File: config.mk
export PLATFORM = sky130hd
export DESIGN_NAME = kcf_ram
export DESIGN_NICKNAME = d
export VERILOG_FILES = /design/src/sv/kmer_clump_finder_macros.svh /design/src/sv/kcf_ram.sv
export SDC_FILE = /design/constraint.sdc
export NUM_CORES = 1
export LEC_CHECK = 0
export CAP_MARGIN = 20
export CORE_AREA = 2 2 124 78
export DETAILED_ROUTE_END_ITERATION = 7
export DIE_AREA = 0 0 126 80
export DONT_BUFFER_PORTS = 1
export PLACE_DENSITY = 0.75
export REMOVE_ABC_BUFFERS = 1
export SYNTH_ARGS = -nofsm -noshare
export SYNTH_HDL_FRONTEND = slang
export SYNTH_SLANG_ARGS = --single-unit
File: constraint.sdc
create_clock -name clock -period 3.2 [get_ports clock]
set_clock_uncertainty 0.1 [all_clocks]
set_input_delay 0 -clock clock [delete_from_list [all_inputs] [get_ports clock]]
set_output_delay 0 -clock clock [all_outputs]
set_load 0.05 [all_outputs]
File: src/sv/kmer_clump_finder_macros.svh
// assertion macros used by kcf_ctrl of the clump finder rtl
// no dependencies; included by kcf_ctrl, the only file that carries concurrent assertions
`ifndef KMER_CLUMP_FINDER_MACROS_SVH
`define KMER_CLUMP_FINDER_MACROS_SVH

// same-cycle implication
`define KCF_ASSERT_IMPL(label, clk, rst, ante, cons) \
   label: assert property (@(posedge clk) disable iff (rst) (ante) |-> (cons)) \
      else $error("kmer_clump_finder: assertion failed");

// next-cycle implication
`define KCF_ASSERT_NEXT(label, clk, rst, ante, cons) \
   label: assert property (@(posedge clk) disable iff (rst) (ante) |=> (cons)) \
      else $error("kmer_clump_finder: assertion failed");

`endif

File: src/sv/kcf_ram.sv
// generic single-write, single-read synchronous ram with registered read data
// no dependencies
module kcf_ram #(
   parameter int WIDTH = 8,
   parameter int DEPTH = 16
) (
   input  logic                     clock,
   input  logic                     wr_en,
   input  logic [$clog2(DEPTH)-1:0] wr_addr,
   input  logic [WIDTH-1:0]         wr_data,
   input  logic                     rd_en,
   input  logic [$clog2(DEPTH)-1:0] rd_addr,
   output logic [WIDTH-1:0]         rd_data
);

   logic [WIDTH-1:0] mem_ff [DEPTH];
   logic [WIDTH-1:0] rd_data_ff;

   always_ff @(posedge clock) begin
      if (wr_en) begin
         mem_ff[wr_addr] <= wr_data;
      end
      if (rd_en) begin
         rd_data_ff <= mem_ff[rd_addr];
      end
   end

   assign rd_data = rd_data_ff;

endmodule

==> metrics <==
endpoints failing hold 0; peak fanout along the critical path 1; Area growth, synth to finish 15.2%; Critical Path RT 3.26 ns; synth top area cells edfxtp_1 78%, mux4_2 7.8%, mux4_1 7.0%, a22oi_1 2.3%, nor2_1 0.93%; hold depth 2; crit-path max cell delay 0.60 ns; post-synth cell types 18; DR iter-0 viols 345; GP Congestion 0.770; Clock Latency Late Sink 0.41 ns; Synth Flop Type edfxtp_1; leading area contributor after synthesis edfxtp_1; Crit-path slowest cell dlygate4sd3_1; Filler Cell Count 598; number of max-cap violations 0; Pleak 0.00196 uW; layout cell share with drive strength beyond 1 0.165; Ports 27; worst-path cell chain mux4_2 -> dlygate4sd3_1 -> a22oi_1 -> dlygate4sd3_1 -> nand2_1 -> dlygate4sd3_1; Worst R2R End rd_data[0]; total chip power 3900 uW; fin crit period 3.13 ns; Max Slew Vio Count 0; CTS max path bufs 2; initial antenna violation count 0; total gr overflow 0; Int Pwr 3130 uW; Crit path top cell by count dlygate4sd3_1; HP Class input port to flip-flop; Netlist Area Pre-Place 5230 um2; syn_area_per_cell 22.8 um2; n_diodes 0; Hold Path Sink mem_ff[1][5]; Cells after Synth 229; H-tree depth 4; row cnt 27; Slew headroom 0.338; fmax 0.319 GHz; Sw Share 0.199; ANT nets after route 0; final net count 280; root cell of the clock tree clkbuf_16; post-CTS setup buffer count 0; post-synthesis register bit count 136; CTS tree yes; FF-to-FF Start mem_ff[4][0]; setup TNS 0 ns; HP Start wr_addr[0]; Sequential Area 4080 um2; outcome finished clean; Crit. End Element flip-flop; Total Routed Length 10000 um; RSZ-0062 raised after global routing false; Tcrit/Tclk final 0.979; clk slew on worst S/H paths 0.05 ns; Ys Warns 0; Arrival @ worst endpoint 3.19 ns; global router's overall resource usage 0.222; R2R cell count 6; PwrDens 648 nW/um2; nature of the critical path startpoint flip-flop; area of the multi-input gates 1050 um2; vias per inst 6.09; largest net degree at the start of global routing 33; Worst-Margin Slew 0.989 ns; P_sw 775 uW; first-pass GRT wire length 15300 um; CTS sink cnt 136; Seq pwr share 0.526; routed len/inst 25.8 um; setup violators final 0; vias in the first global route 2504; share of the synthesized area in the top cell type 0.781; Core Region 8920 um2; maximum VDD drop 0.561 mV; Seq/Total Area, Yosys 0.781; Chip Width 126 um; cts bufs inserted 17; Die ar. 10100 um2; port bufs 0; DRT Pass-1 Iters 5; HPWL after DPL 5890 um; Post-synth EDFFs 136; worst reg2reg setup slack 0.07 ns; Comb pwr share 0.043; via count 2361; clock power share 0.430; Starting Density 0.586; DRC viols 0; Die Ht 80 um; Async SR Flop Fraction 0; kind of critical path flip-flop to flip-flop
-- flip-flops by register name, indices dropped and copies added, names as in the netlist --
name,cells
mem_ff,128
rd_data,8
-- metrics by stage --
step / worst slack, ns / cells / utilization / hold slack, ns / instance area [um2]
2_1_floorplan: 1.61 / 219 / - / -0.00113 / 5140
3_3_place_gp: 1.56 / 339 / 0.596 / -0.000574 / 5320
3_5_place_dp: 1.53 / 339 / 0.596 / -0.000419 / 5320
4_1_cts: 0.142 / 388 / 0.676 / 0.0126 / 6030
5_1_grt: 0.00599 / 388 / 0.676 / 0.0602 / 6020
6_report: 0.0658 / 388 / 0.676 / 0.0307 / 6020
-- power groups by stage --
| stage | sequential (uW) | combinational [uW] | clock [uW] |
|---|---|---|---|
| finish | 2050 | 169 | 1680 |
| global placement | 2090 | 101 | 0 |
| floorplan | 2080 | 80.0 | 0 |
| detailed placement | 2090 | 103 | 0 |
| CTS | 2050 | 170 | 1700 |
| global route | 2060 | 183 | 1790 |
-- synth_stat cells, types with 2 or more instances --
master	count
nand2b_1	2
mux4_2	18
buf_2	3
buf_6	3
a22oi_1	16
nor2_1	13
nor3_1	4
nand3b_1	2
mux4_1	14
edfxtp_1	136
nand2_1	9
clkdlybuf4s25_2	3
-- logic make-up (layout without fill, tap and decap cells) --
| logic type | count (synthesis) | in the layout | synth area share |
|---|---|---|---|
| flip-flops | 136 | 136 | 0.781 |
| AO/OA/AOI/OAI | 16 | 16 | 0.0230 |
| buffers and inverters | 10 | 53 | 0.0165 |
| multiplexers | 32 | 32 | 0.148 |
| AND/OR/NAND/NOR | 35 | 35 | 0.0314 |
-- repair_timing --
| item | CTS | global route |
|---|---|---|
| gates resized for setup | 0 | 1 |
| hold buffers | 19 | 0 |
| setup endpoints to repair | 0 | 1 |
| endpoints found under the hold margin | 184 | 0 |
-- layer usage --
layer  up-vias  GRT usage  share of wire
li1       1045          -              -
met5         -          0              0
met2        85      0.317           0.46
met4         0     0.0626         0.0025
met3         4     0.0791          0.079
met1      1227      0.331           0.46
-- placed cells by master (no fill, tap or decap), drive strengths merged --
master and instances:
nand3b 2, nor3 4, clkbuf 22, buf 6
nor2 13, or3b 1, nand2b 2, edfxtp 136
mux4 32, and2 1, bufinv 1, nand2 9
nand3 1, a22oi 16, and2b 1, nor2b 1
clkinv 7, dlygate4sd3 17
-- worst max path at each step --
stage | to | from | slack (ns)
after floorplan | mem_ff[0][0] | wr_addr[2] | 1.61
after global placement | mem_ff[3][7] | wr_addr[2] | 1.56
after detailed placement | mem_ff[2][7] | wr_addr[2] | 1.53
after CTS | rd_data[0] | mem_ff[5][0] | 0.14
after global routing | rd_data[0] | mem_ff[7][0] | 0.006
final | rd_data[0] | mem_ff[4][0] | 0.07
-- final cells by class --
class,instances,share of cell area
Clock inverter,8,0.00955
Sequential cell,136,0.678
Multi-Input combinational cell,83,0.175
Clock buffer,22,0.0737
Timing Repair Buffer,23,0.0399
Tap cell,116,0.0241
-- critical path: cells and delay by family, from the launching register on --
family / cells / cell delay [ns]
buf+inv: 3 / 1.74
mux: 1 / 0.47
flops: 1 / 0.37
compound gates: 1 / 0.14
simple gates: 1 / 0.06
Power figures use the tool's default switching activity.
