<file path="src/sv/kmer_clump_finder_macros.svh">
// assertion macros used by kcf_ctrl of the clump finder rtl
// no dependencies; included by kcf_ctrl, the only file that carries concurrent assertions
`ifndef KMER_CLUMP_FINDER_MACROS_SVH
`define KMER_CLUMP_FINDER_MACROS_SVH

// same-cycle implication
`define KCF_ASSERT_IMPL(label, clk, rst, ante, cons) \
   label: assert property (@(posedge clk) disable iff (rst) (ante) |-> (cons)) \
      else $error("kmer_clump_finder: assertion failed");

// next-cycle implication
`define KCF_ASSERT_NEXT(label, clk, rst, ante, cons) \
   label: assert property (@(posedge clk) disable iff (rst) (ante) |=> (cons)) \
      else $error("kmer_clump_finder: assertion failed");

`endif

</file>
<file path="src/sv/kcf_pkg.sv">
// shared types and constants for the k-mer clump finder
// no dependencies; used by the rsp and csr interfaces, kcf_csr, kcf_ctrl, the top and the testbench
package kcf_pkg;

   localparam int KMER_MAX_DEF   = 9;
   localparam int WINDOW_MAX_DEF = 1024;

   localparam int KLEN_W     = 4;
   localparam int WLEN_W     = 11;
   localparam int THR_W      = 11;
   localparam int CNT_W      = 11;
   localparam int CSR_IDX_W  = 2;
   localparam int CSR_DATA_W = 11;

   localparam logic [KLEN_W-1:0] KLEN_RESET = 4'd9;
   localparam logic [WLEN_W-1:0] WLEN_RESET = 11'd500;
   localparam logic [THR_W-1:0]  THR_RESET  = 11'd3;

   typedef enum logic [CSR_IDX_W-1:0] {
      CSR_KMER_LENGTH   = 2'd0,
      CSR_WINDOW_LENGTH = 2'd1,
      CSR_THRESHOLD     = 2'd2
   } csr_idx_type;

   typedef enum logic [2:0] {
      ST_CLEAR,
      ST_IDLE,
      ST_FETCH,
      ST_UPDATE,
      ST_COMMIT,
      ST_MARK
   } state_type;

   typedef struct packed {
      logic [KLEN_W-1:0] kmer_length;
      logic [WLEN_W-1:0] window_length;
      logic [THR_W-1:0]  threshold;
   } cfg_type;

endpackage

</file>
<file path="src/sv/kcf_csr_if.sv">
// register write channel of the clump finder
// depends on kcf_pkg for index and data widths
interface kcf_csr_if;
   logic                             valid;
   logic                             ready;
   logic [kcf_pkg::CSR_IDX_W-1:0]    index;
   logic [kcf_pkg::CSR_DATA_W-1:0]   data;

   modport source (output valid, index, data, input ready);
   modport sink   (input valid, index, data, output ready);
endinterface

</file>
<file path="src/sv/kcf_csr.sv">
// configuration registers of the clump finder
// depends on kcf_pkg and kcf_csr_if
module kcf_csr (
   input  logic             clock,
   input  logic             reset,
   kcf_csr_if.sink          csr_ch,
   output kcf_pkg::cfg_type cfg
);

   kcf_pkg::cfg_type cfg_ff;
   kcf_pkg::cfg_type cfg_in;

   assign csr_ch.ready = 1'b1;

   always_comb begin
      cfg_in = cfg_ff;
      if (csr_ch.valid) begin
         unique case (kcf_pkg::csr_idx_type'(csr_ch.index))
            kcf_pkg::CSR_KMER_LENGTH: begin
               cfg_in.kmer_length = csr_ch.data[kcf_pkg::KLEN_W-1:0];
            end
            kcf_pkg::CSR_WINDOW_LENGTH: begin
               cfg_in.window_length = csr_ch.data[kcf_pkg::WLEN_W-1:0];
            end
            kcf_pkg::CSR_THRESHOLD: begin
               cfg_in.threshold = csr_ch.data[kcf_pkg::THR_W-1:0];
            end
            default: begin
               // writes beyond the register list are dropped
               cfg_in = cfg_ff;
            end
         endcase
      end
   end

   always_ff @(posedge clock) begin
      if (reset) begin
         cfg_ff.kmer_length   <= kcf_pkg::KLEN_RESET;
         cfg_ff.window_length <= kcf_pkg::WLEN_RESET;
         cfg_ff.threshold     <= kcf_pkg::THR_RESET;
      end else begin
         cfg_ff <= cfg_in;
      end
   end

   assign cfg = cfg_ff;

endmodule

</file>
<file path="src/flat_wrapper.sv">
// flat-port wrapper written by rule: the top's interface ports become plain ports
module kcf_csr_flat 
  (clock, reset, cfg, csr_ch_valid, csr_ch_index, csr_ch_data, csr_ch_ready);
  kcf_csr_if csr_ch_i ();
  input  logic clock;
  input  logic reset;
  output kcf_pkg::cfg_type cfg;
  input wire logic [$bits(csr_ch_i.valid)-1:0] csr_ch_valid;
  input wire logic [$bits(csr_ch_i.index)-1:0] csr_ch_index;
  input wire logic [$bits(csr_ch_i.data)-1:0] csr_ch_data;
  output wire logic [$bits(csr_ch_i.ready)-1:0] csr_ch_ready;
  assign csr_ch_i.valid = csr_ch_valid;
  assign csr_ch_i.index = csr_ch_index;
  assign csr_ch_i.data = csr_ch_data;
  assign csr_ch_ready = csr_ch_i.ready;
  kcf_csr u_core (.clock(clock), .reset(reset), .csr_ch(csr_ch_i), .cfg(cfg));
endmodule
</file>
<file path="config.mk">
export PLATFORM = sky130hd
export DESIGN_NAME = kcf_csr_flat
export DESIGN_NICKNAME = d
export VERILOG_FILES = /design/src/sv/kmer_clump_finder_macros.svh /design/src/sv/kcf_pkg.sv /design/src/sv/kcf_csr_if.sv /design/src/sv/kcf_csr.sv /design/src/flat_wrapper.sv
export SDC_FILE = /design/constraint.sdc
export NUM_CORES = 1
export LEC_CHECK = 0
export ABC_CLOCK_PERIOD_IN_PS = 1200
export BUFFER_PORTS_ARGS = -buffer_cell sky130_fd_sc_hd__buf_2
export CORE_MARGIN = 8
export CORE_UTILIZATION = 42
export CTS_CLUSTER_DIAMETER = 80
export DETAILED_ROUTE_END_ITERATION = 8
export GPL_TIMING_DRIVEN = 0
export MAX_ROUTING_LAYER = met4
export PLACE_DENSITY = 0.77
export SLEW_MARGIN = 20
export SYNTH_ARGS = -nofsm -noshare
export SYNTH_HDL_FRONTEND = slang
export SYNTH_SLANG_ARGS = --single-unit
</file>
<file path="constraint.sdc">
create_clock -name clock -period 1.2 [get_ports clock]
set_clock_uncertainty 0.2 [all_clocks]
set_input_delay 0.24 -clock clock [delete_from_list [all_inputs] [get_ports clock]]
set_output_delay 0.24 -clock clock [all_outputs]
set_load 0.01 [all_outputs]
</file>
==> results by group, run 1 <==
Run status
  – Status: finished with violations
  – Failing checks: negative setup slack

Routing
  – Drt first-iter violations: 24
  – Detailed-route via count: 953
  – Vias per std cell: around 4.7
  – Wire length per cell: about 14 um
  – TritonRoute pass-1 iters: 4
  – Antenna-violating nets left: 0
  – DRC: 0
  – Final wirelength: 2.89 mm

Setup path
  – Setup crit end kind: output port
  – Worst Setup Path Type: reg2out
  – Slowest stage cell, crit path: dfxtp_2
  – Crit-path max FO: 2
  – Critical path arrival: between 700 and 800 ps
  – Critical path origin: u_core.cfg[5]$_SDFFE_PP0P_
  – Top Family by Delay on Critical Path: flip-flops
  – CP Capture Point: cfg[5]
  – CP cell instances: buf_6
  – Flop2flop setup slack: 200 ps
  – Worst r2r dst: u_core.cfg[2]$_SDFFE_PP0P_
  – CP bufs+invs: 1
  – Largest stage delay, worst path: between 300 and 400 ps
  – Critical path startpoint category: flip-flop
  – Worst r2r src: u_core.cfg[2]$_SDFFE_PP0P_
  – Levels on crit path: 1
  – Cells on worst reg2reg path: 4
  – WP data required: 760 ps

Cells and area
  – Max reg flops: 26
  – Layout cells sized above 1: 0.497
  – Fin area: between 1500 and 2000 um^2
  – Ant diodes: 0
  – Post-route insts no fill: about 200
  – Final net count: between 150 and 200
  – Area grow syn2layout: 53.3%

Floorplanning
  – Overall die width: approximately 67 um
  – Initial Util: 0.445
  – Die ar.: roughly 4600 um^2
  – # IOs: 43
  – Core Box Area: between 2000 and 2500 um^2
  – Die Span Y: 67.5 um
  – Row count: 18

Synth
  – Seq/Total Area, Yosys: 0.468
  – Flops & latches, synth: 26
  – Syn Nets: 128
  – Synth area leaders: dfxtp_1 47%, mux2i_1 23%, nand2b_1 15%
  – Synth warnings: 0
  – Synth Cell Area: 1110 um^2
  – Count of cell types in the netlist: 12
  – Synth area leader: dfxtp_1
  – Area share of the largest cell type after synthesis: 0.468
  – Post-Syn Instances: between 100 and 150
  – Avg Inst Size Synth: just under 10 um^2

Global route
  – Antenna violations before repair: 0
  – Vias in the first global route: around 990
  – GRT Util Overall: 0.133
  – Largest net degree at the start of global routing: 14
  – Total grt overflow: 0
  – First-pass GRT wire length: about 4.6 mm

Clock network
  – CTS tree: built
  – Worst-Skew Late Latency: 310 ps
  – Reg clk slew, reported paths: ~130 ps
  – Root Driver: clkbuf_4
  – Num CTS Buffers: 3
  – Clock Tree Buf Depth: 2
  – TritonCTS Sinks: 26
  – H-tree lvl count: 1

Place
  – DP Cell Count: ~180
  – Post-place instance area: between 1000 and 1500 um^2
  – Port Buffer Count: 40
  – Pre-CTS setup slack: -172 ps
  – GPL Wtd Cong: 0.748
  – Placed wire-length estimate: approximately 2.1 mm

Timing
  – Fin Setup TNS: -332 ps
  – Slew Limit Fails: 0
  – RSZ-0062 raised after global routing: true
  – Hold Vio Cnt, Final: 0
  – PnR worst setup slack: -23.0 ps
  – Final min period: between 1000 and 1500 ps
  – Period utilisation layout: 1.02
  – Fmax: 818 MHz
  – Final setup viols: 26

Run
  – Max-cap violations: 0

Pwr
  – Leak: between 0.0007 and 0.0008 uW
  – Power per cell area: between 900 and 1000 nW/um^2
  – Maximum vdd drop: about 730 uV

Min path
  – HP Class: in2reg
[how the worst min path moves through the flow]
stage                                     from                          end  depth (start not counted)
floorplan                       csr_ch_data[7]   u_core.cfg[7]$_SDFFE_PP0P_                          2
global placement    u_core.cfg[7]$_SDFFE_PP0P_   u_core.cfg[7]$_SDFFE_PP0P_                          2
detailed placement  u_core.cfg[8]$_SDFFE_PP0P_   u_core.cfg[8]$_SDFFE_PP0P_                          2
CTS                             csr_ch_data[3]   u_core.cfg[3]$_SDFFE_PP0P_                          3
global route                    csr_ch_data[1]  u_core.cfg[23]$_SDFFE_PP0P_                          3
finish                          csr_ch_data[3]   u_core.cfg[3]$_SDFFE_PP0P_                          3
[cells in the final DEF, fill, tap and decap left out, types with 2 or more instances in the layout]
| cell | Yosys | layout |
|---|---|---|
| and3b_2 | 2 | 2 |
| buf_2 | 2 | 16 |
| buf_4 | 2 | 11 |
| buf_6 | 1 | 27 |
| clkbuf_1 | 4 | 4 |
| clkbuf_4 | 0 | 3 |
| dfxtp_2 | 0 | 26 |
| dlygate4sd3_1 | 0 | 7 |
| mux2i_1 | 26 | 26 |
| nand2b_1 | 27 | 27 |
| nor2_1 | 19 | 19 |
[kinds of logic after synthesis]
kind of cell | synth area share
and+or+nand+nor | 0.249
muxes | 0.234
DFF | 0.468
buffers and inverters | 0.0461
other | 0.00337
[layout make-up]
type | count | area [um^2]
Buffer | 9 | 51.3
Clock buffer | 3 | 22.5
Fill cell | 201 | 795
Multi-Input combinational cell | 77 | 541
Sequential cell | 26 | 553
Tap cell | 30 | 37.5
Timing Repair Buffer | 56 | 500
[layer usage]
| metal | up-vias | track usage | share of wire |
|---|---|---|---|
| met5 | - | - | 0 |
| met4 | 0 | 0.0313 | 0.0055 |
| met3 | 2 | 0.0281 | 0.073 |
| met2 | 33 | 0.236 | 0.51 |
| met1 | 442 | 0.148 | 0.41 |
| li1 | 476 | - | - |
[synthesized netlist by cell type]
library cell and n:
nor2_1 19, buf_2 2, buf_4 2, nand3b_1 1
nand2b_1 27, conb_1 1, or3b_1 1, dfxtp_1 26
buf_6 1, clkbuf_1 4, mux2i_1 26, and3b_2 2
[power by group]
group / switching, uW / total (uW) / internal (uW) / leakage [uW]
clock: 236 / 353 / 118 / 0.0000138
sequential: 22.1 / 922 / 900 / 0.000215
combinational: 113 / 271 / 158 / 0.000522
total: 371 / 1550 / 1180 / 0.000751
[stage by stage]
step	utilization	hold slack (ps)	power, uW
2_1_floorplan	-	195	1050
3_3_place_gp	0.540	256	1130
3_5_place_dp	0.540	264	1140
4_1_cts	0.664	7.70	1550
5_1_grt	0.682	3.84	1610
6_report	0.682	10.4	1550
[what timing repair did]
action	CTS	global route
gates resized for setup	52	0
buffers inserted	3	6
setup endpoints to repair	26	26
hold buffers	7	0
hold endpoints to repair	9	0
No activity file was read; power rests on OpenSTA's default activity.
==> run 2, diff against run 1 <==
- PLACE_DENSITY: 0.77 -> 0.83
==> results by group, run 2 (synthesized netlist as in run 1, its figures left out) <==
Pwr
  – Maximum vdd drop: between 500 and 600 uV
  – Leak: approximately 0.00075 uW
  – Power per cell area: between 900 and 1000 nW/um^2
  – Design Power: 1640 uW

Setup path
  – Critical path startpoint category: flip-flop
  – Crit-path max FO: 2
  – CP bufs+invs: 1
  – Slowest stage cell, crit path: dfxtp_2
  – Top Family by Delay on Critical Path: flip-flops
  – Critical path origin: u_core.cfg[2]$_SDFFE_PP0P_
  – Largest stage delay, worst path: between 300 and 400 ps
  – Critical path arrival: ~800 ps
  – Worst Setup Path Type: reg2out
  – Worst r2r src: u_core.cfg[3]$_SDFFE_PP0P_
  – CP cell instances: buf_6
  – WP data required: ~760 ps
  – Setup crit end kind: output port

Routing
  – Drt first-iter violations: 19
  – Detailed-route via count: ~980
  – Antenna-violating nets left: 0
  – DRC: 0
  – Final wirelength: around 2.9 mm
  – TritonRoute pass-1 iters: 4
  – Vias per std cell: 4.86
  – Wire length per cell: approximately 15 um

Run status
  – Failing checks: negative setup slack
  – Status: finished with violations

Place
  – Port Buffer Count: 40
  – Placed wire-length estimate: 2.05 mm
  – GPL Wtd Cong: around 0.78
  – DP Cell Count: between 150 and 200

Floorplanning
  – Die Span Y: slightly below 70 um
  – Core Box Area: between 2000 and 2500 um^2
  – Die ar.: between 4000 and 5000 um^2
  – Overall die width: 67.5 um
  – Row count: 18
  – # IOs: 43
  – Initial Util: 0.445

Run
  – Max-cap violations: 0

Timing
  – Slew Limit Fails: 0
  – Final setup viols: 26
  – Fin Setup TNS: -637 ps
  – Hold Vio Cnt, Final: 0
  – Final min period: 1230 ps
  – Period utilisation layout: 1.03
  – PnR worst setup slack: -34.2 ps
  – Hold WS: 16.4 ps
  – Fmax: slightly above 800 MHz
  – RSZ-0062 raised after global routing: true

Clock network
  – H-tree lvl count: 1
  – TritonCTS Sinks: 26
  – Num CTS Buffers: 3
  – Clock Tree Buf Depth: 2
  – Root Driver: clkbuf_4
  – Worst-Skew Late Latency: about 320 ps
  – CTS tree: built
  – Reg clk slew, reported paths: about 140 ps

Cells and area
  – Area grow syn2layout: 55.2%
  – Max reg flops: 26
  – Commonest cells after routing, fill and taps aside: 27 x nand2b_1, 27 x buf_6, 26 x mux2i_1, 26 x dfxtp_2, 19 x nor2_1
  – Fill cell count: 206
  – Final core occ: 0.691
  – Post-route insts no fill: between 200 and 250
  – Final net count: around 190
  – Layout cells sized above 1: 0.483
  – Ant diodes: 0

Global route
  – Total grt overflow: 0
  – Vias in the first global route: ~1000
  – GRT Util Overall: 0.135
  – Largest net degree at the start of global routing: 15
  – Antenna violations before repair: 0
  – First-pass GRT wire length: roughly 4.7 mm

Min path
  – Hold path startpoint: csr_ch_data[9]
  – HP Class: in2reg
-- run 2: cell types whose count changed in the layout (fill, tap and decap cells not counted), sizes merged --
cell	delta
buf	-3
clkbuf	+1
dlygate4sd3	+3
-- run 2: area by class of cell --
cell class	count	area, um^2	share of cell area
Multi-Input combinational cell	77	541	0.313
Tap cell	30	37.5	0.0217
Clock buffer	4	36.3	0.0210
Timing Repair Buffer	56	508	0.294
Sequential cell	26	553	0.320
Buffer	9	51.3	0.0297
-- run 2: path summary, 6_finish.rpt --
check	to	slack (ps)	depth (start not counted)
setup / recovery	cfg[2]	-30	1
hold / removal	u_core.cfg[20]$_SDFFE_PP0P_	20	3
setup reg to reg	u_core.cfg[3]$_SDFFE_PP0P_	190	4
hold reg to reg	u_core.cfg[24]$_SDFFE_PP0P_	290	2
-- run 2: per-stage QoR --
step	cell area [um^2]	worst slack, ps
2_1_floorplan	1110	29.5
3_5_place_dp	1350	-172
3_3_place_gp	1350	-149
4_1_cts	1670	-33.6
6_report	1730	-34.2
5_1_grt	1730	-80.3
-- run 2: worst reg2reg max path: stages (launching register included) --
cell and delay [ps]:
dfxtp_2 350, buf_4 120, buf_4 120, nand2b_1 60
mux2i_1 60
-- run 2: report_power, final --
part | internal [uW] | switching, uW
clock | 186 | 260
sequential | 900 | 22.3
combinational | 161 | 113
total | 1250 | 396
-- run 2: metal layers --
layer  up-vias  part of all wire  global-route usage
met1       465              0.43               0.154
met2        29              0.49               0.226
met4         0            0.0020              0.0261
met5         -                 0                   -
met3         2             0.078              0.0464
li1        485                 -                   -
-- run 2: what timing repair did --
action	in CTS	in global routing
endpoints found under the setup margin	26	26
pin swaps	0	0
hold buffers	7	3
resized for setup	52	0
endpoints found under the hold margin	14	3
setup buffers	3	3
==> run 3, diff against run 2 <==
- SETUP_SLACK_MARGIN: unset -> 0.3
==> results by group, run 3 (synthesized netlist as in run 1, its figures left out) <==
Timing
  – PnR worst setup slack: -46.4 ps
  – Slew Limit Fails: 0
  – Final setup viols: 26
  – RSZ-0062 raised after global routing: true
  – Fmax: 802 MHz
  – Hold WS: -44.8 ps
  – Hold Vio Cnt, Final: 14
  – Period utilisation layout: 1.04
  – Final min period: 1250 ps

Pwr
  – Design Power: ~1800 uW
  – Sw Share: 0.225
  – P_sw: 411 uW
  – Leak: ~0.00083 uW
  – Internal power component: roughly 1400 uW
  – Clock power share: 0.331
  – Maximum vdd drop: slightly below 600 uV
  – Seq pwr share: 0.504
  – Power per cell area: between 900 and 1000 nW/um^2
  – Comb pwr share: 0.165

Run
  – Max-cap violations: 0

Clock network
  – Clock Tree Buf Depth: 2
  – Num CTS Buffers: 3
  – TritonCTS Sinks: 26
  – Root Driver: clkbuf_4
  – CTS tree: built
  – H-tree lvl count: 1
  – Worst-Skew Late Latency: ~320 ps
  – Reg clk slew, reported paths: 150 ps

Floorplanning
  – Core Box Area: roughly 2500 um^2
  – Initial Util: 0.445
  – Die ar.: ~4600 um^2
  – Overall die width: between 60 and 70 um
  – Die Span Y: 67.5 um
  – # IOs: 43
  – Row count: 18

Setup path
  – WP data required: ~760 ps
  – Setup crit end kind: output port
  – Levels on crit path: 1
  – Slowest stage cell, crit path: dfxtp_2
  – Cells on worst reg2reg path: 4
  – Top Family by Delay on Critical Path: flip-flops
  – CP cell instances: buf_6
  – CP bufs+invs: 1
  – Crit-path max FO: 2
  – Critical path arrival: 810 ps
  – Largest stage delay, worst path: roughly 380 ps
  – Critical path startpoint category: flip-flop
  – Worst Setup Path Type: reg2out

Place
  – DP Cell Count: roughly 180
  – Pre-CTS setup slack: -126 ps
  – GPL Wtd Cong: between 0.7 and 0.8
  – Port Buffer Count: 40
  – Placed wire-length estimate: about 2.1 mm

Cells and area
  – Max reg flops: 26
  – Post-route insts no fill: 202
  – Final net count: ~190
  – Commonest cells after routing, fill and taps aside: 33 x buf_6, 26 x mux2i_1, 26 x dfxtp_2
  – Area grow syn2layout: 64.5%
  – Commonest non-fill, non-tap cell in the layout: buf_6
  – Layout cells sized above 1: 0.610
  – Fill cell count: ~190
  – Ant diodes: 0

Routing
  – Vias per std cell: between 4 and 5
  – Final wirelength: 3.06 mm
  – Drt first-iter violations: 11
  – Antenna-violating nets left: 0
  – DRC: 0
  – Wire length per cell: 15.1 um
  – Detailed-route via count: slightly above 1000
  – TritonRoute pass-1 iters: 4

Global route
  – Antenna violations before repair: 0
  – GRT Util Overall: 0.136
  – M2 GR Usage: 0.252
  – First-pass GRT wire length: ~4.8 mm
  – Vias in the first global route: about 1200
  – GRT met1 Usage: 0.136
  – Met3 usage: 0.0315
  – Total grt overflow: 0
  – Largest net degree at the start of global routing: 16
  – Gr busiest metal: met2

Min path
  – HP Class: in2reg
  – Min-Delay Path Depth: 3

Run status
  – Failing checks: negative hold slack, negative setup slack
  – Status: finished with violations
run 3: worst paths after layout:
kind / start / end / slack, ps
worst max-delay path: u_core.cfg[11]$_SDFFE_PP0P_ / cfg[11] / -50
worst min-delay path: csr_ch_data[8] / u_core.cfg[8]$_SDFFE_PP0P_ / -40
worst min register to register: u_core.cfg[6]$_SDFFE_PP0P_ / u_core.cfg[6]$_SDFFE_PP0P_ / 290
worst max register to register: u_core.cfg[11]$_SDFFE_PP0P_ / u_core.cfg[11]$_SDFFE_PP0P_ / 220
run 3: cell type report:
cell class	instances	area, um^2	share of cell area
multi-input cells	77	586	0.320
repair buffers	56	507	0.277
plain buffers	9	93.8	0.0513
flip-flops and latches	26	553	0.302
clock inverters	1	30.0	0.0164
clock buffers	3	22.5	0.0123
well taps	30	37.5	0.0205
run 3: power groups by stage:
stage	clock, uW	combinational (uW)	sequential (uW)
after floorplan	0	122	945
after global placement	0	216	928
after detailed placement	0	223	930
after CTS	604	285	921
after global routing	646	323	926
final	605	301	922
run 3: repair_timing:
| item | CTS | global route |
|---|---|---|
| buffers inserted | 11 | 5 |
| setup endpoints to repair | 41 | 40 |
| pin swaps | 2 | 2 |
| hold endpoints to repair | 10 | 8 |
| resized for setup | 57 | 7 |
run 3: layer usage:
metal	vias to the layer above	wire length (um)
li1	480	-
met1	482	1220
met2	41	1600
met3	4	214
met4	0	23
met5	-	0
run 3: per-stage QoR:
step / utilization / setup TNS [ps] / area (um^2)
detailed placement: 0.563 / -1350 / 1410
global placement: 0.563 / -799 / 1410
finish: 0.732 / -758 / 1830
floorplan: - / 0 / 1170
CTS: 0.704 / -652 / 1760
global route: 0.732 / -1560 / 1830
