==> src/sv/kmer_clump_finder_macros.svh <==
// assertion macros used by kcf_ctrl of the clump finder rtl
// no dependencies; included by kcf_ctrl, the only file that carries concurrent assertions
`ifndef KMER_CLUMP_FINDER_MACROS_SVH
`define KMER_CLUMP_FINDER_MACROS_SVH

// same-cycle implication
`define KCF_ASSERT_IMPL(label, clk, rst, ante, cons) \
   label: assert property (@(posedge clk) disable iff (rst) (ante) |-> (cons)) \
      else $error("kmer_clump_finder: assertion failed");

// next-cycle implication
`define KCF_ASSERT_NEXT(label, clk, rst, ante, cons) \
   label: assert property (@(posedge clk) disable iff (rst) (ante) |=> (cons)) \
      else $error("kmer_clump_finder: assertion failed");

`endif

==> src/sv/kcf_pkg.sv <==
// shared types and constants for the k-mer clump finder
// no dependencies; used by the rsp and csr interfaces, kcf_csr, kcf_ctrl, the top and the testbench
package kcf_pkg;

   localparam int KMER_MAX_DEF   = 9;
   localparam int WINDOW_MAX_DEF = 1024;

   localparam int KLEN_W     = 4;
   localparam int WLEN_W     = 11;
   localparam int THR_W      = 11;
   localparam int CNT_W      = 11;
   localparam int CSR_IDX_W  = 2;
   localparam int CSR_DATA_W = 11;

   localparam logic [KLEN_W-1:0] KLEN_RESET = 4'd9;
   localparam logic [WLEN_W-1:0] WLEN_RESET = 11'd500;
   localparam logic [THR_W-1:0]  THR_RESET  = 11'd3;

   typedef enum logic [CSR_IDX_W-1:0] {
      CSR_KMER_LENGTH   = 2'd0,
      CSR_WINDOW_LENGTH = 2'd1,
      CSR_THRESHOLD     = 2'd2
   } csr_idx_type;

   typedef enum logic [2:0] {
      ST_CLEAR,
      ST_IDLE,
      ST_FETCH,
      ST_UPDATE,
      ST_COMMIT,
      ST_MARK
   } state_type;

   typedef struct packed {
      logic [KLEN_W-1:0] kmer_length;
      logic [WLEN_W-1:0] window_length;
      logic [THR_W-1:0]  threshold;
   } cfg_type;

endpackage

==> src/sv/kcf_req_if.sv <==
// input channel of the clump finder: one dna base per item
// depends on nothing
interface kcf_req_if;
   logic       valid;
   logic       ready;
   logic [1:0] base;
   logic       last_base;

   modport source (output valid, base, last_base, input ready);
   modport sink   (input valid, base, last_base, output ready);
endinterface

==> src/sv/kcf_rsp_if.sv <==
// result channel of the clump finder: clump k-mer reports and end marker
// depends on kcf_pkg for the default k-mer width
interface kcf_rsp_if #(
   parameter int KW = 2 * kcf_pkg::KMER_MAX_DEF
);
   logic          valid;
   logic          ready;
   logic [KW-1:0] clump_kmer;
   logic          kmer_valid;
   logic          end_of_sequence;

   modport source (output valid, clump_kmer, kmer_valid, end_of_sequence, input ready);
   modport sink   (input valid, clump_kmer, kmer_valid, end_of_sequence, output ready);
endinterface

==> src/sv/kcf_ctrl.sv <==
// sequencer and datapath of the clump finder: k-mer shift register, window
// position, read-modify-write of the count memory, result register
// depends on kcf_pkg, kcf_req_if, kcf_rsp_if and the assertion macros
`include "kmer_clump_finder_macros.svh"

module kcf_ctrl #(
   parameter int KMER_MAX   = kcf_pkg::KMER_MAX_DEF,
   parameter int WINDOW_MAX = kcf_pkg::WINDOW_MAX_DEF
) (
   input  logic                          clock,
   input  logic                          reset,
   input  kcf_pkg::cfg_type              cfg,
   kcf_req_if.sink                       req,
   kcf_rsp_if.source                     rsp,
   output logic                          hist_wr_en,
   output logic [$clog2(WINDOW_MAX)-1:0] hist_wr_addr,
   output logic [2*KMER_MAX-1:0]         hist_wr_data,
   output logic                          hist_rd_en,
   output logic [$clog2(WINDOW_MAX)-1:0] hist_rd_addr,
   input  logic [2*KMER_MAX-1:0]         hist_rd_data,
   output logic                          cnt_wr_en,
   output logic [2*KMER_MAX-1:0]         cnt_wr_addr,
   output logic [kcf_pkg::CNT_W:0]       cnt_wr_data,
   output logic                          cnt_rd_en,
   output logic [2*KMER_MAX-1:0]         cnt_rd_addr,
   input  logic [kcf_pkg::CNT_W:0]       cnt_rd_data
);

   localparam int KW     = 2 * KMER_MAX;
   localparam int HP_W   = $clog2(WINDOW_MAX);
   localparam int POS_W  = $clog2(WINDOW_MAX + 1);
   localparam int CW     = (POS_W > kcf_pkg::WLEN_W) ? POS_W : kcf_pkg::WLEN_W;
   localparam int CNT_W  = kcf_pkg::CNT_W;
   localparam int WORD_W = CNT_W + 1;

   kcf_pkg::state_type state_ff, state_in;

   logic [KW-1:0]     cur_ff, cur_in;
   logic [POS_W-1:0]  pos_ff, pos_in;
   logic [HP_W-1:0]   hp_ff, hp_in;
   logic [KW-1:0]     kmer_ff, kmer_in;
   logic              do_dec_ff, do_dec_in;
   logic              do_inc_ff, do_inc_in;
   logic              last_ff, last_in;
   logic              report_ff, report_in;
   logic [WORD_W-1:0] new_word_ff, new_word_in;
   logic [WORD_W-1:0] kmer_word_ff, kmer_word_in;
   logic [KW-1:0]     clr_ff, clr_in;
   logic              rsp_valid_ff, rsp_valid_in;
   logic [KW-1:0]     rsp_kmer_ff, rsp_kmer_in;
   logic              rsp_kvalid_ff, rsp_kvalid_in;
   logic              rsp_end_ff, rsp_end_in;

   // accept-side arithmetic
   logic [kcf_pkg::KLEN_W-1:0] k_eff;
   logic [KW-1:0]              kmer_mask;
   logic [KW-1:0]              cur_next;
   logic [KW-1:0]              kmer_next;
   logic [CW-1:0]              win_ext, win_eff, k_ext, span, pos_ext, hp_ext, idx_ext;
   logic                       counting, dec_next, inc_next;
   logic [POS_W-1:0]           pos_next;
   logic [HP_W-1:0]            hp_next;

   // update-side arithmetic
   logic [KW-1:0]     old_kmer;
   logic [CNT_W-1:0]  old_cnt, old_dec;
   logic              old_flag;
   logic [WORD_W-1:0] dec_word, base_word, new_word;
   logic [CNT_W-1:0]  base_cnt, inc_cnt;
   logic              base_flag, hit;
   logic              slot_free;

   always_comb begin
      if (cfg.kmer_length == '0) begin
         k_eff = kcf_pkg::KLEN_W'(1);
      end else if (cfg.kmer_length > kcf_pkg::KLEN_W'(KMER_MAX)) begin
         k_eff = kcf_pkg::KLEN_W'(KMER_MAX);
      end else begin
         k_eff = cfg.kmer_length;
      end
      kmer_mask = ~({KW{1'b1}} << {k_eff, 1'b0});
      cur_next  = KW'({cur_ff, req.base});
      kmer_next = cur_next & kmer_mask;

      win_ext  = CW'(cfg.window_length);
      win_eff  = (win_ext > CW'(WINDOW_MAX)) ? CW'(WINDOW_MAX) : win_ext;
      k_ext    = CW'(k_eff);
      counting = (win_eff >= k_ext);
      span     = win_eff - k_ext + CW'(1);
      pos_ext  = CW'(pos_ff);
      dec_next = counting && (pos_ext >= win_eff);
      inc_next = counting && (pos_ext >= k_ext - CW'(1));

      // slot of the k-mer leaving the window, modulo the history depth
      hp_ext = CW'(hp_ff);
      if (hp_ext >= span) begin
         idx_ext = hp_ext - span;
      end else begin
         idx_ext = hp_ext + (CW'(WINDOW_MAX) - span);
      end

      pos_next = (pos_ff < POS_W'(WINDOW_MAX)) ? pos_ff + POS_W'(1) : pos_ff;
      hp_next  = (hp_ff == HP_W'(WINDOW_MAX - 1)) ? '0 : hp_ff + HP_W'(1);
   end

   always_comb begin
      old_kmer = hist_rd_data;
      old_cnt  = cnt_rd_data[CNT_W-1:0];
      old_flag = cnt_rd_data[CNT_W];
      old_dec  = (old_cnt != '0) ? old_cnt - CNT_W'(1) : old_cnt;
      dec_word = {old_flag, old_dec};
      // leaving and entering k-mer share an entry: add on top of the decrement
      base_word = (do_dec_ff && (old_kmer == kmer_ff)) ? dec_word : kmer_word_ff;
      base_cnt  = base_word[CNT_W-1:0];
      base_flag = base_word[CNT_W];
      inc_cnt   = (do_inc_ff && !(&base_cnt)) ? base_cnt + CNT_W'(1) : base_cnt;
      hit       = do_inc_ff && (inc_cnt >= cfg.threshold) && !base_flag;
      new_word  = {base_flag | hit, inc_cnt};
   end

   assign slot_free = !rsp_valid_ff || rsp.ready;

   always_comb begin
      state_in      = state_ff;
      cur_in        = cur_ff;
      pos_in        = pos_ff;
      hp_in         = hp_ff;
      kmer_in       = kmer_ff;
      do_dec_in     = do_dec_ff;
      do_inc_in     = do_inc_ff;
      last_in       = last_ff;
      report_in     = report_ff;
      new_word_in   = new_word_ff;
      kmer_word_in  = kmer_word_ff;
      clr_in        = clr_ff;
      rsp_valid_in  = rsp_valid_ff && !rsp.ready;
      rsp_kmer_in   = rsp_kmer_ff;
      rsp_kvalid_in = rsp_kvalid_ff;
      rsp_end_in    = rsp_end_ff;

      hist_wr_en   = 1'b0;
      hist_wr_addr = hp_ff;
      hist_wr_data = kmer_ff;
      hist_rd_en   = 1'b0;
      hist_rd_addr = HP_W'(idx_ext);
      cnt_wr_en    = 1'b0;
      cnt_wr_addr  = kmer_ff;
      cnt_wr_data  = new_word_ff;
      cnt_rd_en    = 1'b0;
      cnt_rd_addr  = kmer_next;

      unique case (state_ff)
         kcf_pkg::ST_CLEAR: begin
            cnt_wr_en   = 1'b1;
            cnt_wr_addr = clr_ff;
            cnt_wr_data = '0;
            clr_in      = clr_ff + KW'(1);
            if (&clr_ff) begin
               state_in = kcf_pkg::ST_IDLE;
            end
         end
         kcf_pkg::ST_IDLE: begin
            if (req.valid) begin
               hist_rd_en = 1'b1;
               cnt_rd_en  = 1'b1;
               cur_in     = cur_next;
               kmer_in    = kmer_next;
               pos_in     = pos_next;
               do_dec_in  = dec_next;
               do_inc_in  = inc_next;
               last_in    = req.last_base;
               state_in   = kcf_pkg::ST_FETCH;
            end
         end
         kcf_pkg::ST_FETCH: begin
            // count of the entering k-mer arrives; fetch the leaving one
            kmer_word_in = cnt_rd_data;
            hist_wr_en   = 1'b1;
            hp_in        = hp_next;
            cnt_rd_en    = 1'b1;
            cnt_rd_addr  = hist_rd_data;
            state_in     = kcf_pkg::ST_UPDATE;
         end
         kcf_pkg::ST_UPDATE: begin
            cnt_wr_en   = do_dec_ff;
            cnt_wr_addr = old_kmer;
            cnt_wr_data = dec_word;
            new_word_in = new_word;
            report_in   = hit;
            state_in    = kcf_pkg::ST_COMMIT;
         end
         kcf_pkg::ST_COMMIT: begin
            cnt_wr_en = do_inc_ff;
            if (!(report_ff || last_ff) || slot_free) begin
               if (report_ff) begin
                  rsp_valid_in  = 1'b1;
                  rsp_kmer_in   = kmer_ff;
                  rsp_kvalid_in = 1'b1;
                  rsp_end_in    = 1'b0;
               end else if (last_ff) begin
                  rsp_valid_in  = 1'b1;
                  rsp_kmer_in   = '0;
                  rsp_kvalid_in = 1'b0;
                  rsp_end_in    = 1'b1;
               end
               if (last_ff) begin
                  cur_in   = '0;
                  pos_in   = '0;
                  hp_in    = '0;
                  state_in = report_ff ? kcf_pkg::ST_MARK : kcf_pkg::ST_CLEAR;
               end else begin
                  state_in = kcf_pkg::ST_IDLE;
               end
            end
         end
         kcf_pkg::ST_MARK: begin
            if (slot_free) begin
               rsp_valid_in  = 1'b1;
               rsp_kmer_in   = '0;
               rsp_kvalid_in = 1'b0;
               rsp_end_in    = 1'b1;
               state_in      = kcf_pkg::ST_CLEAR;
            end
         end
         default: begin
            state_in = kcf_pkg::ST_CLEAR;
         end
      endcase
   end

   always_ff @(posedge clock) begin
      if (reset) begin
         state_ff     <= kcf_pkg::ST_CLEAR;
         cur_ff       <= '0;
         pos_ff       <= '0;
         hp_ff        <= '0;
         clr_ff       <= '0;
         rsp_valid_ff <= 1'b0;
      end else begin
         state_ff     <= state_in;
         cur_ff       <= cur_in;
         pos_ff       <= pos_in;
         hp_ff        <= hp_in;
         clr_ff       <= clr_in;
         rsp_valid_ff <= rsp_valid_in;
      end
   end

   always_ff @(posedge clock) begin
      kmer_ff       <= kmer_in;
      do_dec_ff     <= do_dec_in;
      do_inc_ff     <= do_inc_in;
      last_ff       <= last_in;
      report_ff     <= report_in;
      new_word_ff   <= new_word_in;
      kmer_word_ff  <= kmer_word_in;
      rsp_kmer_ff   <= rsp_kmer_in;
      rsp_kvalid_ff <= rsp_kvalid_in;
      rsp_end_ff    <= rsp_end_in;
   end

   assign req.ready           = (state_ff == kcf_pkg::ST_IDLE);
   assign rsp.valid           = rsp_valid_ff;
   assign rsp.clump_kmer      = rsp_kmer_ff;
   assign rsp.kmer_valid      = rsp_kvalid_ff;
   assign rsp.end_of_sequence = rsp_end_ff;

   `KCF_ASSERT_IMPL(a_pos_range, clock, reset, 1'b1, pos_ff <= POS_W'(WINDOW_MAX))
   `KCF_ASSERT_IMPL(a_hp_range, clock, reset, 1'b1, hp_ff <= HP_W'(WINDOW_MAX - 1))
   `KCF_ASSERT_IMPL(a_rsp_kind, clock, reset, rsp_valid_ff, !(rsp_kvalid_ff && rsp_end_ff))
   `KCF_ASSERT_NEXT(a_clear_done, clock, reset, state_ff == kcf_pkg::ST_CLEAR && (&clr_ff), state_ff == kcf_pkg::ST_IDLE && clr_ff == '0)
   `KCF_ASSERT_NEXT(a_end_clears, clock, reset, state_ff == kcf_pkg::ST_COMMIT && last_ff && !report_ff && slot_free, state_ff == kcf_pkg::ST_CLEAR && pos_ff == '0)

endmodule

==> src/flat_wrapper.sv <==
// flat-port wrapper written by rule: the top's interface ports become plain ports
module kcf_ctrl_flat 
#(
   parameter int KMER_MAX   = kcf_pkg::KMER_MAX_DEF,
   parameter int WINDOW_MAX = kcf_pkg::WINDOW_MAX_DEF
)
  (clock, reset, cfg, hist_wr_en, hist_wr_addr, hist_wr_data, hist_rd_en, hist_rd_addr, hist_rd_data, cnt_wr_en, cnt_wr_addr, cnt_wr_data, cnt_rd_en, cnt_rd_addr, cnt_rd_data, req_valid, req_base, req_last_base, req_ready, rsp_valid, rsp_clump_kmer, rsp_kmer_valid, rsp_end_of_sequence, rsp_ready);
  kcf_req_if req_i ();
  kcf_rsp_if rsp_i ();
  input  logic clock;
  input  logic reset;
  input  kcf_pkg::cfg_type cfg;
  output logic hist_wr_en;
  output logic [$clog2(WINDOW_MAX)-1:0] hist_wr_addr;
  output logic [2*KMER_MAX-1:0] hist_wr_data;
  output logic hist_rd_en;
  output logic [$clog2(WINDOW_MAX)-1:0] hist_rd_addr;
  input  logic [2*KMER_MAX-1:0] hist_rd_data;
  output logic cnt_wr_en;
  output logic [2*KMER_MAX-1:0] cnt_wr_addr;
  output logic [kcf_pkg::CNT_W:0] cnt_wr_data;
  output logic cnt_rd_en;
  output logic [2*KMER_MAX-1:0] cnt_rd_addr;
  input  logic [kcf_pkg::CNT_W:0] cnt_rd_data;
  input wire logic [$bits(req_i.valid)-1:0] req_valid;
  input wire logic [$bits(req_i.base)-1:0] req_base;
  input wire logic [$bits(req_i.last_base)-1:0] req_last_base;
  output wire logic [$bits(req_i.ready)-1:0] req_ready;
  output wire logic [$bits(rsp_i.valid)-1:0] rsp_valid;
  output wire logic [$bits(rsp_i.clump_kmer)-1:0] rsp_clump_kmer;
  output wire logic [$bits(rsp_i.kmer_valid)-1:0] rsp_kmer_valid;
  output wire logic [$bits(rsp_i.end_of_sequence)-1:0] rsp_end_of_sequence;
  input wire logic [$bits(rsp_i.ready)-1:0] rsp_ready;
  assign req_i.valid = req_valid;
  assign req_i.base = req_base;
  assign req_i.last_base = req_last_base;
  assign req_ready = req_i.ready;
  assign rsp_valid = rsp_i.valid;
  assign rsp_clump_kmer = rsp_i.clump_kmer;
  assign rsp_kmer_valid = rsp_i.kmer_valid;
  assign rsp_end_of_sequence = rsp_i.end_of_sequence;
  assign rsp_i.ready = rsp_ready;
  kcf_ctrl #(.KMER_MAX(KMER_MAX), .WINDOW_MAX(WINDOW_MAX)) u_core (.clock(clock), .reset(reset), .cfg(cfg), .req(req_i), .rsp(rsp_i), .hist_wr_en(hist_wr_en), .hist_wr_addr(hist_wr_addr), .hist_wr_data(hist_wr_data), .hist_rd_en(hist_rd_en), .hist_rd_addr(hist_rd_addr), .hist_rd_data(hist_rd_data), .cnt_wr_en(cnt_wr_en), .cnt_wr_addr(cnt_wr_addr), .cnt_wr_data(cnt_wr_data), .cnt_rd_en(cnt_rd_en), .cnt_rd_addr(cnt_rd_addr), .cnt_rd_data(cnt_rd_data));
endmodule
==> config.mk <==
export PLATFORM = sky130hd
export DESIGN_NAME = kcf_ctrl_flat
export DESIGN_NICKNAME = d
export VERILOG_FILES = /design/src/sv/kcf_pkg.sv /design/src/sv/kcf_req_if.sv /design/src/sv/kcf_rsp_if.sv /design/src/sv/kcf_ctrl.sv /design/src/flat_wrapper.sv
export VERILOG_INCLUDE_DIRS = /design/src /design/src/sv
export SDC_FILE = /design/constraint.sdc
export NUM_CORES = 1
export LEC_CHECK = 0
export BUFFER_PORTS_ARGS = -buffer_cell sky130_fd_sc_hd__buf_4
export CORE_MARGIN = 2
export CORE_UTILIZATION = 56
export DETAILED_ROUTE_END_ITERATION = 10
export PLACE_DENSITY = 0.9
export SYNTH_ARGS = -nofsm -noshare
export SYNTH_HDL_FRONTEND = slang
export SYNTH_SLANG_ARGS = --single-unit
==> constraint.sdc <==
create_clock -name clock -period 7.9 [get_ports clock]
set_input_delay 1.58 -clock clock [delete_from_list [all_inputs] [get_ports clock]]
set_output_delay 1.58 -clock clock [all_outputs]
set_load 0.01 [all_outputs]
==> results of run 1 <==
[per-layer routing]
| metal | wire length, um | GRT usage, % | share of wire (%) | up-vias |
|---|---|---|---|---|
| met5 | 0 | 0 | 0 | - |
| met2 | 10890 | 45.89 | 47 | 436 |
| met3 | 2187 | 6.075 | 9.5 | 62 |
| li1 | - | - | - | 3662 |
| met1 | 9350 | 38.21 | 40 | 3640 |
| met4 | 700 | 12.48 | 3.0 | 0 |
[report_power, final]
group | internal (mW) | leakage, nW | switching, mW
registers | 0.692 | 1.07 | 0.0152
clock network | 0.523 | 0.285 | 0.285
logic | 0.147 | 3.17 | 0.175
total | 1.36 | 4.53 | 0.476
[synth_stat cells (all sizes together) (2+ instances only)]
cell     count  area (sq um)
nand2      136         510.5
ha          72         900.9
edfxtp      66          1982
nor2        66         247.7
dfxtp       59          1181
inv         55         206.5
a21oi       51         255.2
nand3       44         220.2
xnor2       35         306.5
and2        34         212.7
xor2        34         297.8
clkbuf      29         108.9
o21ai       29         148.9
a22oi       20         150.1
nand4       20         125.1
o21a        16         120.1
nor2b       14         87.58
mux2        13         146.4
nor3        13         65.06
mux2i       12         120.1
a22o         9         78.83
or3          9         56.30
and3         8         50.05
nand2b       8         50.05
o31ai        8         73.82
a21o         7         52.55
o21bai       7         52.55
a31oi        6         52.55
buf          6         23.77
nor4         6         37.54
o211ai       6         45.04
and4         4         35.03
nor3b        3         22.52
or2          3         18.77
or4          3         22.52
a211o        2         17.52
a21boi       2         15.01
fa           2         40.04
o2111ai      2         17.52
o311ai       2         17.52
or3b         2         17.52
[cell type report]
class,instances,area share [%]
inverters,56,2.017
well taps,184,2.209
clock buffers,19,4.154
repair buffers,182,13.11
clock inverters,13,1.645
multi-input cells,728,46.52
flip-flops and latches,125,30.35
[critical path: stages]
cell,delay (ns)
buf_4,0.13
or3_1,0.44
nand2_1,0.09
nor2_1,0.08
ha_1,0.21
ha_1,0.19
inv_1,0.07
fa_1,0.41
ha_1,0.32
o21ai_0,0.12
a21boi_0,0.14
o21ai_0,0.17
nand2b_1,0.11
a31oi_1,0.27
o21ai_0,0.17
xnor2_1,0.19
buf_4,0.14
[cell families (layout without fill, tap and decap cells)]
kind of cell,after synthesis,after routing,synth area share [%]
xor+xnor,69,69,7.262
mux,25,25,3.203
compound gates,175,175,14.09
simple gates,378,378,21.97
flops,125,125,38.01
fa+ha+maj,74,74,11.31
other cells,1,7,0.04506
buf+inv,91,270,4.120
[metrics by stage]
stage,hold WS (ns),setup slack [ns],std cells,cell area (sq um)
finish,0.4469,1.497,1307,10420
detailed placement,0.4450,1.306,1275,9818
CTS,0.4496,1.524,1307,10420
global route,0.4645,1.215,1307,10420
global placement,0.4349,1.537,1275,9818
floorplan,0.4273,1.857,944,8344
[final timing paths]
kind / endpoint / slack (ns) / cells past startpoint
min: u_core.cur_ff[14] / 0.45 / 2
max: hist_rd_addr[9] / 1.50 / 17
max reg2reg: u_core.new_word_ff[11] / 2.64 / 21
min reg2reg: u_core.cur_ff[14] / 0.45 / 2
[registers in the layout, summed over array words and instances (netlist names)]
signal / flops
u_core.hist_wr_data: 18
u_core.clr_ff: 18
u_core.new_word_ff: 12
u_core.do_dec_ff: 1
u_core.do_inc_ff: 1
u_core.hist_wr_addr: 10
u_core.rsp.kmer_valid: 1
u_core.report_ff: 1
u_core.last_ff: 1
u_core.state_ff: 3
u_core.rsp.clump_kmer: 18
u_core.rsp.valid: 1
u_core.kmer_word_ff: 12
u_core.cur_ff: 16
u_core.pos_ext: 11
u_core.rsp.end_of_sequence: 1
==> metrics, run 1 <==
CTS clk-pin slew, worst paths 0.05 ns; layout cell share with drive strength beyond 1 20.75%; sequential share of the synthesized area 38.01%; Num CTS Buffers 17; Die Width 125.9 um; LEAKAGE 4.533 nW; fmax 0.1562 GHz; Max Clock Skew 0.007906 ns; post-cts repair resize count 0; Tot Pwr 1.838 mW; Inserted Diodes 0; Root Buffer clkbuf_16; Port Buffer Count 174; hold path start u_core.cur_ff[14]; Critical path origin cfg[23]; H-tree levels 4; vias post-DR 7,800; Slew HR 26.98%; grt ovf 0; Die ar. 0.01585 sq mm; Avg Vias per Cell 5.968; CORE AREA 0.01453 sq mm; DRC Markers 0; FP Rows 44; pwr dens 176.3 mW/mm^2; RSZ-0062 raised after global routing false; io pins 175; critical path required time 6.32 ns; worst slew pin tran 1.090 ns; reg2reg start u_core.hist_wr_data[16]; drt wl/cell 17.69 um; Seq. cell area 0.003163 sq mm; maximum vdd ir drop 175.2 uV; Slew Viols, Final 0; most common cell after layout, fill and taps aside buf_4; crit start category input port; area of the multi-input gates 0.004848 sq mm; WS Path Type in2out; first-pass GRT wire length 36.77 mm; clk sink count 125; Netlist Area Pre-Place 0.008322 sq mm; Distinct cells, synth 60; Worst Path Max Fanout 5; HPWL after detailed placement 17.04 mm; Mean Syn Cell Area 8.872 sq um; ys async rst share 0%; crit path DAT 4.82 ns; vias in the first global route 7,349; Total GRT Usage 28.84%; Filler cells 1,066; MaxCap Viol Count 0; DR pass1 iterations 5; clk_lat worst skew 0.43 ns; final wirelength 23.13 mm; Final Wtd Congestion 0.9228; largest net degree at the start of global routing 46; final hold viol count 0; clock tree buffer depth 2; post-synthesis register bit count 125; Hold WC Path Type reg2reg; most frequent cells in the layout buf_4, nand2_1, ha_1; crit path capture type output port; Synth Flop Type edfxtp_1; fin util 71.71%; outcome finished clean; post-CTS setup buffer count 0; final worst path period share 81.05%; initial antenna violation count 0; 1st-iter DRT viols 735; Initial Utilization 57.26%; # setup viols final 0; EDFF count, synth 66; YS warnings 0; cell count after synthesis 938; Post-CTS Hold Fix Bufs 0; Nets 1,247; post-layout minimum cycle time 6.403 ns; Syn-to-layout area delta 25.24%; ANT nets after route 0; CTS tree built; TNS Setup 0 ns; die height 125.9 um
Power figures use the tool's default switching activity.
==> run 2: changes to the inputs <==
--- a/config.mk
+++ b/config.mk
@@ -8,9 +8,9 @@
 export LEC_CHECK = 0
 export BUFFER_PORTS_ARGS = -buffer_cell sky130_fd_sc_hd__buf_4
 export CORE_MARGIN = 2
-export CORE_UTILIZATION = 56
+export CORE_UTILIZATION = 51
 export DETAILED_ROUTE_END_ITERATION = 10
-export PLACE_DENSITY = 0.9
+export PLACE_DENSITY = 0.86
 export SYNTH_ARGS = -nofsm -noshare
 export SYNTH_HDL_FRONTEND = slang
 export SYNTH_SLANG_ARGS = --single-unit
==> constraint.sdc (replaced) <==
create_clock -name clock -period 5.2 [get_ports clock]
set_input_delay 1.04 -clock clock [delete_from_list [all_inputs] [get_ports clock]]
set_output_delay 1.04 -clock clock [all_outputs]
set_load 0.01 [all_outputs]
==> run 2 against run 1 <==
Effect of this change:
- global-route usage is 1.4 points lower
- first-iteration DRC count shrank 21%
- utilization down 3.9 points
- clock-buffer cell count up 5
- combinational power increased by 65%
- via count rose by 0.91%
- wire length increased by 3.4%
==> metrics, run 2 (synthesis gave the netlist of run 1 again) <==
post-layout minimum cycle time 5.119 ns; HPWL after detailed placement 17.70 mm (+3.8%); Max Used Layer met4; sequential power share 38.6% (about the same); reg2reg path depth 21 (unchanged); clock tree buffer depth 2 (unchanged); Syn-to-layout area delta 30.00%; switch share 26.78% (+0.90 points); CP max stage delay 0.33 ns (-0.11 ns); Slew Viols, Final 0 (unchanged); DRC Markers 0 (unchanged); CTS tree built; FP Rows 46 (+4.5%); CP endpoint hist_rd_addr[9]; Port Buffer Count 174 (unchanged); CTS clk-pin slew, worst paths 0.05 ns (about the same); critical path's most frequent cell ha_1; Total GRT Usage 27.46% (-1.4 points); MaxCap Viol Count 0 (unchanged); Clock power frac 42.2% (-1.7 points); outcome finished clean; Worst Path Max Fanout 6 (+1); clk_lat worst skew 0.42 ns (about the same); Num CTS Buffers 17 (unchanged); Root Buffer clkbuf_16; WP buf/inv 4 (+1); vias post-DR 7,871 (+0.91%); Hold WC Path Type reg2reg; io pins 175 (unchanged); crit path capture type output port; critical path required time 4.16 ns (-2.16 ns); drt wl/cell 17.41 um (-1.6%); Filler cells 1,233 (+16%); DR WL met3 1.735 mm (-21%); reg-to-reg endpoint u_core.new_word_ff[11]; Slew HR 27.54% (+0.56 points); CORE AREA 0.01594 sq mm (+9.7%); Reg2Reg Setup Slack 0.63 ns (-2.01 ns); DR WL met2 11.38 mm (+4.6%); Final Wtd Congestion 0.9282 (+0.59%); Critical path origin cfg[21]; Die Width 131.7 um (+4.6%); final wirelength 23.91 mm (+3.4%); Initial Utilization 52.20% (-5.1 points); Post-CTS Hold Fix Bufs 0 (unchanged); 1st-iter DRT viols 581 (-21%); fin util 67.85% (-3.9 points); Nets 1,281 (+2.7%); DR pass1 iterations 5 (unchanged); Max Clock Skew 0.007567 ns (-0.0003387 ns); pwr dens 257.2 mW/mm^2 (+46%); grt ovf 0 (unchanged); fmax 0.1953 GHz; initial antenna violation count 0 (unchanged); internal power 2.037 mW (+50%); stages on the worst setup path 17 (unchanged); most frequent cells in the layout buf_4, nand2_1, ha_1; ANT nets after route 0 (unchanged); worst slew pin tran 1.082 ns (-0.008411 ns); reg2reg start u_core.hist_wr_data[11]; crit path DAT 4.08 ns (-0.74 ns); H-tree levels 4 (unchanged); TNS Setup 0 ns (unchanged); Psw 0.7452 mW (+57%); final hold viol count 0 (unchanged); die height 131.7 um (+4.6%); Die ar. 0.01736 sq mm (+9.5%); largest net degree at the start of global routing 46 (unchanged); WS Path Type in2out; M1 wire length 10.06 mm (+7.6%); combinational power share 19.2% (+1.6 points); vias in the first global route 7,500 (+2.1%); LEAKAGE 4.727 nW (+4.3%); maximum vdd ir drop 253.5 uV (+45%); clk sink count 125 (unchanged); layout cell share with drive strength beyond 1 25.06% (+4.3 points); critical-path cell list buf_4, clkinvlp_4, nand2_1, inv_1, ha_1, ha_1, a21o_1, a21oi_1, o21bai_1, a21oi_2, xnor2_1, ha_1, a21o_1, a31oi_4, o21ai_2, xnor2_1, buf_4; Avg Vias per Cell 5.733 (-3.9%); area of the multi-input gates 0.004960 sq mm (+2.3%); first-pass GRT wire length 38.54 mm (+4.8%); final worst path period share 98.44%; crit start category input port; CP max stage cell ha_1; most common cell after layout, fill and taps aside buf_4; # setup viols final 0 (unchanged); Inserted Diodes 0 (unchanged); Top delay family on crit path compound AO/OA/AOI/OAI gates; Seq. cell area 0.003163 sq mm (unchanged)
## run 2: stage by stage
| step | total power, mW | hold slack, ns | worst slack [ns] | cell area [sq um] | instances |
|---|---|---|---|---|---|
| floorplan | 1.369 | 0.4273 | 0.04340 | 8394 | 944 |
| global placement | 1.581 | 0.4353 | 0.02118 | 10100 | 1334 |
| detailed placement | 1.595 | 0.4441 | -0.08958 | 10100 | 1334 |
| CTS | 2.763 | 0.4516 | 0.007931 | 10700 | 1367 |
| global route | 2.886 | 0.4655 | -0.03977 | 10820 | 1373 |
| finish | 2.783 | 0.4504 | 0.08088 | 10820 | 1373 |
## run 2: layout make-up
class,instances,share of cell area [%]
repair buffers,216,14.99
well taps,216,2.498
clock inverters,8,0.6940
clock buffers,24,4.754
multi-input cells,728,45.85
flip-flops and latches,125,29.24
inverters,56,1.978
## run 2: how the worst min path moves through the flow
stage | start | end | slack, ns | cells after the start
final | u_core.cur_ff[15] | u_core.cur_ff[15] | 0.45 | 2
after global routing | u_core.cur_ff[15] | u_core.cur_ff[15] | 0.47 | 2
after CTS | u_core.cur_ff[15] | u_core.cur_ff[15] | 0.45 | 2
after detailed placement | u_core.cur_ff[15] | u_core.cur_ff[15] | 0.44 | 2
after global placement | u_core.cur_ff[15] | u_core.cur_ff[15] | 0.44 | 2
after floorplan | u_core.cur_ff[14] | u_core.cur_ff[14] | 0.43 | 2
## run 2: timing repair
action | in CTS | in global routing
resized for setup | 2 | 17
setup endpoints to repair | 1 | 6
setup buffers | 1 | 6
pin swaps | 1 | 11
hold endpoints to repair | 0 | 0
## run 2: power by group through the flow
stage	Sequential, mW	Clock (mW)	Combinational (mW)
2_1_floorplan	1.09	0	0.280
3_3_place_gp	1.09	0	0.487
3_5_place_dp	1.09	0	0.500
4_1_cts	1.07	1.18	0.509
5_1_grt	1.08	1.23	0.582
6_report	1.08	1.17	0.534
## run 2: tightest hold or removal path, cell delays in order (launching register included)
cell and delay (ns):
dfxtp_1 0.30, nand2_1 0.05, a21oi_1 0.05
## run 2: routing by layer
layer / vias up / GRT usage, %
met5: - / 0
met4: 0 / 10.51
met3: 60 / 5.613
met2: 371 / 45.26
met1: 3724 / 35.68
li1: 3716 / -
